<file path="config.mk">
export PLATFORM = sky130hd
export DESIGN_NAME = multichannel_period_tachometer
export DESIGN_NICKNAME = d
export VERILOG_FILES = /design/src/sv/mcpt_pkg.sv /design/src/sv/mcpt_div.sv /design/src/sv/multichannel_period_tachometer.sv
export SDC_FILE = /design/constraint.sdc
export NUM_CORES = 2
export LEC_CHECK = 0
export BUFFER_PORTS_ARGS = -buffer_cell sky130_fd_sc_hd__buf_4
export CORE_UTILIZATION = 40
export DETAILED_ROUTE_END_ITERATION = 8
export PLACE_DENSITY = 0.6
export SLEW_MARGIN = 5
export SYNTH_ARGS = -nofsm -noshare
export SYNTH_HDL_FRONTEND = slang
export SYNTH_HIERARCHICAL = 1
export SYNTH_SLANG_ARGS = --single-unit
</file>
<file path="constraint.sdc">
create_clock -name clock -period 5 [get_ports clock]
set_clock_uncertainty 0.1 [all_clocks]
set_input_delay 1 -clock clock [delete_from_list [all_inputs] [get_ports clock]]
set_output_delay 1 -clock clock [all_outputs]
set_load 0.005 [all_outputs]
</file>
<file path="src/sv/mcpt_pkg.sv">
// Shared types and constants for the multichannel period tachometer.
// Depends on nothing; used by mcpt_div and multichannel_period_tachometer.
package mcpt_pkg;

   // Field widths fixed by the item formats
   localparam int CHAN_BITS      = 4;
   localparam int STAMP_IN_BITS  = 16;
   localparam int NUM_BITS       = 20;
   localparam int MINP_BITS      = 16;
   localparam int LIMIT_BITS     = 8;
   localparam int MASK_BITS      = 9;
   localparam int STATUS_BITS    = 2;
   localparam int CSR_INDEX_BITS = 2;
   localparam int REQ_TDATA_BITS = 24;
   localparam int RSP_TDATA_BITS = 40;

   // Register reset values
   localparam logic [NUM_BITS-1:0]   NUM_RESET    = 20'd300000;
   localparam logic [MINP_BITS-1:0]  MINP_RESET   = 16'd100;
   localparam logic [LIMIT_BITS-1:0] LIMIT_RESET  = 8'd10;
   localparam logic [MASK_BITS-1:0]  ENABLE_RESET = 9'h1FF;
   localparam logic [LIMIT_BITS-1:0] STALL_MAX    = 8'hFF;

   typedef enum logic [STATUS_BITS-1:0] {
      STATUS_UPDATED  = 2'd0,
      STATUS_GLITCH   = 2'd1,
      STATUS_DISABLED = 2'd2,
      STATUS_TICK     = 2'd3
   } status_type;

   typedef enum logic [CSR_INDEX_BITS-1:0] {
      CSR_NUMERATOR      = 2'd0,
      CSR_MIN_PERIOD     = 2'd1,
      CSR_STALL_LIMIT    = 2'd2,
      CSR_CHANNEL_ENABLE = 2'd3
   } csr_index_type;

endpackage

</file>
<file path="src/sv/mcpt_div.sv">
// Bit-serial restoring divider: one quotient bit per cycle.
// Depends on mcpt_pkg for the dividend width.
module mcpt_div #(
   parameter int DIV_BITS = 17
) (
   input  logic                          clock,
   input  logic                          reset,
   input  logic                          start,
   input  logic [mcpt_pkg::NUM_BITS-1:0] dividend,
   input  logic [DIV_BITS-1:0]           divisor,
   output logic                          done,
   output logic [mcpt_pkg::NUM_BITS-1:0] quotient
);
   localparam int CNT_BITS = $clog2(mcpt_pkg::NUM_BITS);

   logic                          busy_ff, busy_in;
   logic                          done_ff, done_in;
   logic [CNT_BITS-1:0]           count_ff, count_in;
   logic [DIV_BITS-1:0]           rem_ff, rem_in;
   logic [mcpt_pkg::NUM_BITS-1:0] dvd_ff, dvd_in;
   logic [DIV_BITS:0]             trial;
   logic                          fits;

   always_comb begin
      busy_in  = busy_ff;
      done_in  = 1'b0;
      count_in = count_ff;
      rem_in   = rem_ff;
      dvd_in   = dvd_ff;
      // shift the next dividend bit into the partial remainder
      trial    = {rem_ff, dvd_ff[mcpt_pkg::NUM_BITS-1]};
      fits     = (trial >= {1'b0, divisor});
      if (start) begin
         busy_in  = 1'b1;
         count_in = CNT_BITS'(mcpt_pkg::NUM_BITS - 1);
         rem_in   = '0;
         dvd_in   = dividend;
      end else if (busy_ff) begin
         rem_in = fits ? DIV_BITS'(trial - {1'b0, divisor}) : DIV_BITS'(trial);
         dvd_in = {dvd_ff[mcpt_pkg::NUM_BITS-2:0], fits};
         if (count_ff == '0) begin
            busy_in = 1'b0;
            done_in = 1'b1;
         end else begin
            count_in = count_ff - 1'b1;
         end
      end
   end

   always_ff @(posedge clock) begin
      if (reset) begin
         busy_ff <= 1'b0;
         done_ff <= 1'b0;
      end else begin
         busy_ff <= busy_in;
         done_ff <= done_in;
      end
      count_ff <= count_in;
      rem_ff   <= rem_in;
      dvd_ff   <= dvd_in;
   end

   assign done     = done_ff;
   assign quotient = dvd_ff;

endmodule

</file>
<file path="src/sv/multichannel_period_tachometer.sv">
// Top level of the multichannel period tachometer: channel state, sequencer,
// result register. Depends on mcpt_pkg and mcpt_div.
//
// Usage:
//   req_*  input words: tuser = op (0 capture, 1 tick); tdata = channel and
//          timer stamp. A capture measures the period since the channel's last
//          accepted stamp and turns it into a speed; a tick ages every enabled
//          channel's stall counter and zeroes the speed of stalled channels.
//   rsp_*  one result word per input word: channel, speed, status, stall mask.
//   csr_*  register writes (numerator, minimum period, stall limit, enable
//          mask); always ready, write only while the block is idle.
// Sequencing: one word is in work at a time. A valid capture passes S_CALC,
// S_PCHK and S_DIV before S_SEND; its time is set by the bit-serial divider
// that retires one quotient bit per cycle over the 20 dividend bits. Ticks and
// disabled channels go from S_CALC straight to S_SEND, glitches via S_PCHK. The
// next word is accepted the cycle after the result moves to the output register.
// Reset: registers return to their defaults, all stamps, speeds and stall
// counters clear, and the output register empties.
// Stall: a result waiting on rsp_tready holds in the output register while the
// next word is accepted and worked on; that word then waits until the output
// register frees up.
module multichannel_period_tachometer #(
   parameter int CHANNELS   = 9,
   parameter int STAMP_BITS = 16
) (
   input  logic                                  clock,
   input  logic                                  reset,
   // configuration write channel
   input  logic                                  csr_valid,
   output logic                                  csr_ready,
   input  logic [mcpt_pkg::CSR_INDEX_BITS-1:0]   csr_index,
   input  logic [mcpt_pkg::NUM_BITS-1:0]         csr_data,
   // input words
   input  logic                                  req_tvalid,
   output logic                                  req_tready,
   input  logic [mcpt_pkg::REQ_TDATA_BITS-1:0]   req_tdata,  // channel[3:0], timestamp[19:4]
   input  logic                                  req_tuser,  // op[0]
   // result words
   output logic                                  rsp_tvalid,
   input  logic                                  rsp_tready,
   output logic [mcpt_pkg::RSP_TDATA_BITS-1:0]   rsp_tdata,  // out_channel[3:0], speed[23:4],
                                                             // stalled_mask[32:24]
   output logic [mcpt_pkg::STATUS_BITS-1:0]      rsp_tuser   // status[1:0]
);
   // stored stamp width, period width (holds the full wrap), compare width
   localparam int SW  = (STAMP_BITS < mcpt_pkg::STAMP_IN_BITS) ? STAMP_BITS
                                                               : mcpt_pkg::STAMP_IN_BITS;
   localparam int PW  = STAMP_BITS + 1;
   localparam int CW  = (PW > mcpt_pkg::MINP_BITS) ? PW : mcpt_pkg::MINP_BITS;
   localparam int CIW = (CHANNELS > 1) ? $clog2(CHANNELS) : 1;
   localparam int NB  = mcpt_pkg::NUM_BITS;
   localparam int LB  = mcpt_pkg::LIMIT_BITS;
   localparam int MB  = mcpt_pkg::MASK_BITS;
   localparam int CB  = mcpt_pkg::CHAN_BITS;

   typedef enum logic [4:0] {
      S_IDLE = 5'b00001,
      S_CALC = 5'b00010,
      S_PCHK = 5'b00100,
      S_DIV  = 5'b01000,
      S_SEND = 5'b10000
   } state_type;

   state_type state_ff, state_in;

   // configuration registers
   logic [NB-1:0]                  numerator_ff, numerator_in;
   logic [mcpt_pkg::MINP_BITS-1:0] min_period_ff, min_period_in;
   logic [LB-1:0]                  stall_limit_ff, stall_limit_in;
   logic [MB-1:0]                  enable_ff, enable_in;

   // per-channel state
   logic [SW-1:0] last_stamp_ff [CHANNELS];
   logic [SW-1:0] last_stamp_in [CHANNELS];
   logic [NB-1:0] speed_ff      [CHANNELS];
   logic [NB-1:0] speed_in      [CHANNELS];
   logic [LB-1:0] stall_ff      [CHANNELS];
   logic [LB-1:0] stall_in      [CHANNELS];

   // word in work
   logic                  op_ff, op_in;
   logic [CB-1:0]         ch_ff, ch_in;
   logic [SW-1:0]         stamp_ff, stamp_in;
   logic [PW-1:0]         period_ff, period_in;
   logic [CB-1:0]         res_chan_ff, res_chan_in;
   logic [NB-1:0]         res_speed_ff, res_speed_in;
   mcpt_pkg::status_type  res_status_ff, res_status_in;

   // output register
   logic                               rsp_valid_ff, rsp_valid_in;
   logic [mcpt_pkg::RSP_TDATA_BITS-1:0] rsp_data_ff, rsp_data_in;
   logic [mcpt_pkg::STATUS_BITS-1:0]   rsp_user_ff, rsp_user_in;

   logic                  div_start;
   logic                  div_done;
   logic [NB-1:0]         div_quotient;
   logic [CHANNELS-1:0]   en_vec;
   logic [MB-1:0]         stalled_mask;
   logic [CIW-1:0]        ch_idx;
   logic                  chan_ok;
   logic [STAMP_BITS-1:0] diff;
   logic [LB-1:0]         bumped;
   logic                  out_free;

   mcpt_div #(
      .DIV_BITS(PW)
   ) u_div (
      .clock    (clock),
      .reset    (reset),
      .start    (div_start),
      .dividend (numerator_ff),
      .divisor  (period_ff),
      .done     (div_done),
      .quotient (div_quotient)
   );

   // enable per channel; channels without an enable bit stay off
   always_comb begin
      for (int i = 0; i < CHANNELS; i++) begin
         en_vec[i] = (i < MB) ? enable_ff[i % MB] : 1'b0;
      end
      for (int i = 0; i < MB; i++) begin
         stalled_mask[i] = (i < CHANNELS) ? (stall_ff[i % CHANNELS] >= stall_limit_ff)
                                          : 1'b0;
      end
   end

   assign ch_idx   = ch_ff[CIW-1:0];
   assign chan_ok  = (int'(ch_ff) < CHANNELS) && en_vec[ch_idx];
   assign diff     = STAMP_BITS'(stamp_ff) - STAMP_BITS'(last_stamp_ff[ch_idx]);
   assign out_free = !rsp_valid_ff || rsp_tready;

   always_comb begin
      state_in       = state_ff;
      numerator_in   = numerator_ff;
      min_period_in  = min_period_ff;
      stall_limit_in = stall_limit_ff;
      enable_in      = enable_ff;
      last_stamp_in  = last_stamp_ff;
      speed_in       = speed_ff;
      stall_in       = stall_ff;
      op_in          = op_ff;
      ch_in          = ch_ff;
      stamp_in       = stamp_ff;
      period_in      = period_ff;
      res_chan_in    = res_chan_ff;
      res_speed_in   = res_speed_ff;
      res_status_in  = res_status_ff;
      rsp_valid_in   = rsp_valid_ff;
      rsp_data_in    = rsp_data_ff;
      rsp_user_in    = rsp_user_ff;
      div_start      = 1'b0;
      bumped         = '0;

      // register writes
      if (csr_valid) begin
         unique case (mcpt_pkg::csr_index_type'(csr_index))
            mcpt_pkg::CSR_NUMERATOR:      numerator_in   = csr_data;
            mcpt_pkg::CSR_MIN_PERIOD:     min_period_in  = csr_data[mcpt_pkg::MINP_BITS-1:0];
            mcpt_pkg::CSR_STALL_LIMIT:    stall_limit_in = csr_data[LB-1:0];
            mcpt_pkg::CSR_CHANNEL_ENABLE: enable_in      = csr_data[MB-1:0];
            default: ;
         endcase
      end

      // drop a delivered result
      if (rsp_valid_ff && rsp_tready) begin
         rsp_valid_in = 1'b0;
      end

      unique case (state_ff)
         S_IDLE: begin
            if (req_tvalid) begin
               op_in    = req_tuser;
               ch_in    = req_tdata[CB-1:0];
               stamp_in = req_tdata[CB+SW-1:CB];
               state_in = S_CALC;
            end
         end
         S_CALC: begin
            if (op_ff) begin
               // age every enabled channel, zero the speed of stalled ones
               for (int i = 0; i < CHANNELS; i++) begin
                  bumped = (stall_ff[i] < mcpt_pkg::STALL_MAX) ? stall_ff[i] + 1'b1
                                                               : stall_ff[i];
                  if (en_vec[i]) begin
                     stall_in[i] = bumped;
                     if (bumped >= stall_limit_ff) begin
                        speed_in[i] = '0;
                     end
                  end
               end
               res_chan_in   = '0;
               res_speed_in  = '0;
               res_status_in = mcpt_pkg::STATUS_TICK;
               state_in      = S_SEND;
            end else if (!chan_ok) begin
               res_chan_in   = ch_ff;
               res_speed_in  = '0;
               res_status_in = mcpt_pkg::STATUS_DISABLED;
               state_in      = S_SEND;
            end else begin
               // equal stamps count as a full wrap
               period_in = (diff == '0) ? (PW'(1) << STAMP_BITS) : PW'(diff);
               state_in  = S_PCHK;
            end
         end
         S_PCHK: begin
            res_chan_in = ch_ff;
            if (CW'(period_ff) < CW'(min_period_ff)) begin
               res_speed_in  = speed_ff[ch_idx];
               res_status_in = mcpt_pkg::STATUS_GLITCH;
               state_in      = S_SEND;
            end else begin
               div_start = 1'b1;
               state_in  = S_DIV;
            end
         end
         S_DIV: begin
            if (div_done) begin
               speed_in[ch_idx]      = div_quotient;
               last_stamp_in[ch_idx] = stamp_ff;
               stall_in[ch_idx]      = '0;
               res_speed_in          = div_quotient;
               res_status_in         = mcpt_pkg::STATUS_UPDATED;
               state_in              = S_SEND;
            end
         end
         S_SEND: begin
            // stall mask reflects the state after this word's update
            if (out_free) begin
               rsp_valid_in = 1'b1;
               rsp_data_in  = mcpt_pkg::RSP_TDATA_BITS'({stalled_mask, res_speed_ff,
                                                         res_chan_ff});
               rsp_user_in  = res_status_ff;
               state_in     = S_IDLE;
            end
         end
         default: state_in = S_IDLE;
      endcase
   end

   always_ff @(posedge clock) begin
      if (reset) begin
         state_ff       <= S_IDLE;
         numerator_ff   <= mcpt_pkg::NUM_RESET;
         min_period_ff  <= mcpt_pkg::MINP_RESET;
         stall_limit_ff <= mcpt_pkg::LIMIT_RESET;
         enable_ff      <= mcpt_pkg::ENABLE_RESET;
         rsp_valid_ff   <= 1'b0;
         for (int i = 0; i < CHANNELS; i++) begin
            last_stamp_ff[i] <= '0;
            speed_ff[i]      <= '0;
            stall_ff[i]      <= '0;
         end
      end else begin
         state_ff       <= state_in;
         numerator_ff   <= numerator_in;
         min_period_ff  <= min_period_in;
         stall_limit_ff <= stall_limit_in;
         enable_ff      <= enable_in;
         rsp_valid_ff   <= rsp_valid_in;
         last_stamp_ff  <= last_stamp_in;
         speed_ff       <= speed_in;
         stall_ff       <= stall_in;
      end
      op_ff         <= op_in;
      ch_ff         <= ch_in;
      stamp_ff      <= stamp_in;
      period_ff     <= period_in;
      res_chan_ff   <= res_chan_in;
      res_speed_ff  <= res_speed_in;
      res_status_ff <= res_status_in;
      rsp_data_ff   <= rsp_data_in;
      rsp_user_ff   <= rsp_user_in;
   end

   assign csr_ready  = 1'b1;
   assign req_tready = (state_ff == S_IDLE);
   assign rsp_tvalid = rsp_valid_ff;
   assign rsp_tdata  = rsp_data_ff;
   assign rsp_tuser  = rsp_user_ff;

endmodule
</file>
==> run summary <==
CP max stage delay -> 0.56 ns
worst path required time -> 5.35 ns
startpoint types -> flip-flop
post-layout min period -> 4.60 ns
post-synthesis sequential area ratio -> 0.448
most frequent cells in the layout -> dfxtp_1 (479), nand2_1 (454), a21oi_1 (290), nor2_1 (212), ha_1 (206)
initial antenna violation count -> 0
Power Dens Cells -> 330 nW/um^2
die area -> 74600 um^2
max_cap viols -> 0
Routability Congestion -> 0.849
measured slew at the worst slew-check pin -> 1.06 ns
WHS -> 0.318 ns
most frequent CP cell -> or4_1
worst-skew pair later-pin latency -> 0.62 ns
Setup CP Type -> reg -> reg
first-pass GRT wire length -> 135000 um
Synth Instances -> 3025
First DRT Iteration DRCs -> 2142
DP Worst Slack -> 0.416 ns
Final #Nets -> 3310
Worst Path Buf+Inv -> 2
post-cts resize count -> 0
chip height -> 273 um
Final Hold Violating Endpoints -> 0
total power -> 11.0 mW
TritonCTS clock tree -> yes
Hold Path Class -> reg -> reg
Finish-stage setup viols -> 0
status -> complete, no violations
DRC viols -> 0
fraction of layout cells with a size suffix above 1 -> 0.125
largest net degree at the start of global routing -> 80
I/O Buffers -> 84
maximum achievable frequency -> 218 MHz
fin worst setup slack -> 0.403 ns
Critical Path Fanout Max -> 21
I/O pin count -> 97
via/cell ratio -> 5.84
mapped cell area -> 29400 um^2
clock slew at reported path FFs -> 0.06 ns
reg2reg path depth -> 11
Util after Layout -> 0.458
worst vdd ir -> 0.346 mV
final WL -> 86500 um
r2r startpoint -> ch_ff[0]$_DFFE_PP_
max-slew violation count -> 0
Total GRT Usage -> 0.230
Final TNS setup -> 0 ns
Finished Layout Cells -> 4067
initial core utilization -> 0.404
TritonCTS Buffers -> 70
Async SR Flop Fraction -> 0
Post-synth EDFFs -> 119
CTS max path bufs -> 3
hold_sp -> res_chan_ff[2]$_DFFE_PP_
DP Area -> 31000 um^2
hold path depth -> 0
fin crit share -> 0.919
#FFs+latches synth -> 598
Detailed Place HPWL -> 57000 um
unrepaired setup endpoints after global routing -> no
core area -> 72800 um^2
Leak -> 12.6 nW
YS warnings -> 6
max_slew headroom -> 0.289
vias in the first global route -> 23500
CTS root buffer -> clkbuf_16
highest-delay cell along the critical path -> mux4_2
P&R area growth vs syn -> 13.3%
die width -> 273 um
critical path cell sequence -> buf_4, buf_4, mux4_2, a21oi_1, ha_1, xor2_1, or4_1, or4_1, or4_1, nor4_1, nor4b_2
cts-stage hold buffer count -> 0
Rows -> 99
Endpoint, Worst Hold -> rsp_tdata[2]$_DFFE_PP_
H-tree levels -> 3
Mean Syn Cell Area -> 9.72 um^2
Cells after DPL -> 3937
fin area -> 33300 um^2
top_reg_cell synth -> dfxtp_1
Post-CTS Setup Bufs -> 0
grt ovf -> 0
Worst setup EP type -> flip-flop
Arrival @ worst endpoint -> 4.95 ns
RR Endpoint -> period_ff[16]$_DFFE_PP_
antenna cells -> 0
delay-heaviest family, CP -> simple AND/OR/NAND/NOR gates
routed length per placed instance -> 21.3 um
Clock Sinks -> 598
Post-DRT Antenna Nets -> 0
DR pass1 iterations -> 6
r2r setup slk -> 0.40 ns
commonest non-fill, non-tap cell in the layout -> dfxtp_1
DR vias -> 23800
library cells used by synthesis -> 82
worst max path at each step:
| stage | depth (start not counted) | from | end | slack (ns) |
|---|---|---|---|---|
| after floorplan | 16 | ch_ff[0]$_DFFE_PP_ | period_ff[16]$_DFFE_PP_ | 0.09 |
| after global routing | 11 | ch_ff[0]$_DFFE_PP_ | period_ff[16]$_DFFE_PP_ | 0.09 |
| after global placement | 13 | ch_ff[0]$_DFFE_PP_ | period_ff[16]$_DFFE_PP_ | 0.37 |
| final | 11 | ch_ff[0]$_DFFE_PP_ | period_ff[16]$_DFFE_PP_ | 0.40 |
| after CTS | 11 | ch_ff[0]$_DFFE_PP_ | period_ff[16]$_DFFE_PP_ | 0.35 |
| after detailed placement | 11 | ch_ff[0]$_DFFE_PP_ | period_ff[16]$_DFFE_PP_ | 0.42 |
where the power goes:
group,switching [mW],internal (mW),total [mW]
clock,2.13,3.11,5.25
sequential,0.0828,4.97,5.05
combinational,0.452,0.247,0.699
synth_stat cells, types with 26 or more instances:
master     instances  share of area
nor2_1           213          0.027
o2bb2ai_1        140          0.042
a22oi_1           40          0.010
edfxtp_1         119           0.12
a32oi_1           52          0.015
clkbuf_1         172          0.022
dfxtp_1          479           0.33
a21oi_1          293          0.050
nand3_1           79          0.013
ha_1             206          0.088
nand4_1           26         0.0055
o21ai_0           28         0.0048
nand2b_1          39         0.0083
a21o_1            43          0.011
mux4_2            74          0.057
xnor2_1           51          0.015
nand2_1          454          0.058
o21ai_1           58         0.0099
a22o_1            40          0.012
mux2i_1           32          0.011
and3_1            34         0.0072
inv_1             64         0.0082
layout make-up:
cell class | instances | area [um^2]
multi-input combinational | 2159 | 15200
tap | 959 | 1200
inverter | 68 | 255
fill | 6782 | 39500
clock inverter | 36 | 389
clock buffer | 94 | 1970
sequential | 598 | 13200
timing repair buffer | 153 | 1180
logic make-up after synthesis:
group / Yosys count / share of synthesized area
XOR/XNOR: 65 / 0.0194
multiplexers: 135 / 0.0787
adder cells (fa/ha/maj): 208 / 0.0890
AO/OA/AOI/OAI: 794 / 0.183
AND/OR/NAND/NOR: 949 / 0.144
buffers and inverters: 274 / 0.0385
flip-flops: 598 / 0.448
other: 2 / 0.000255
flip-flops by register name, summed over array words and instances (netlist names):
register and count:
ch_ff 4, en_vec 9, last_stamp_ff 144, min_period_ff 16, numerator_ff 20, op_ff 1, period_ff 17, res_chan_ff 4
res_speed_ff 20, res_status_ff 2, rsp_tdata 33, rsp_tuser 2, rsp_tvalid 1, speed_ff 180, stall_ff 72, stall_limit_ff 8
stamp_ff 16, state_ff 5, u_div/busy_ff 1, u_div/count_ff 5, u_div/done 1, u_div/quotient 20, u_div/rem_ff 17
routing by layer:
| layer | wire length [um] | global-route usage | part of all wire | up-vias |
|---|---|---|---|---|
| met4 | 2480 | 0.0789 | 0.029 | 0 |
| met1 | 38300 | 0.312 | 0.44 | 11600 |
| met5 | 0 | 0 | 0 | - |
| met2 | 39600 | 0.368 | 0.46 | 894 |
| li1 | - | - | - | 11100 |
| met3 | 6220 | 0.0422 | 0.072 | 171 |
No activity file was read; power rests on OpenSTA's default activity.
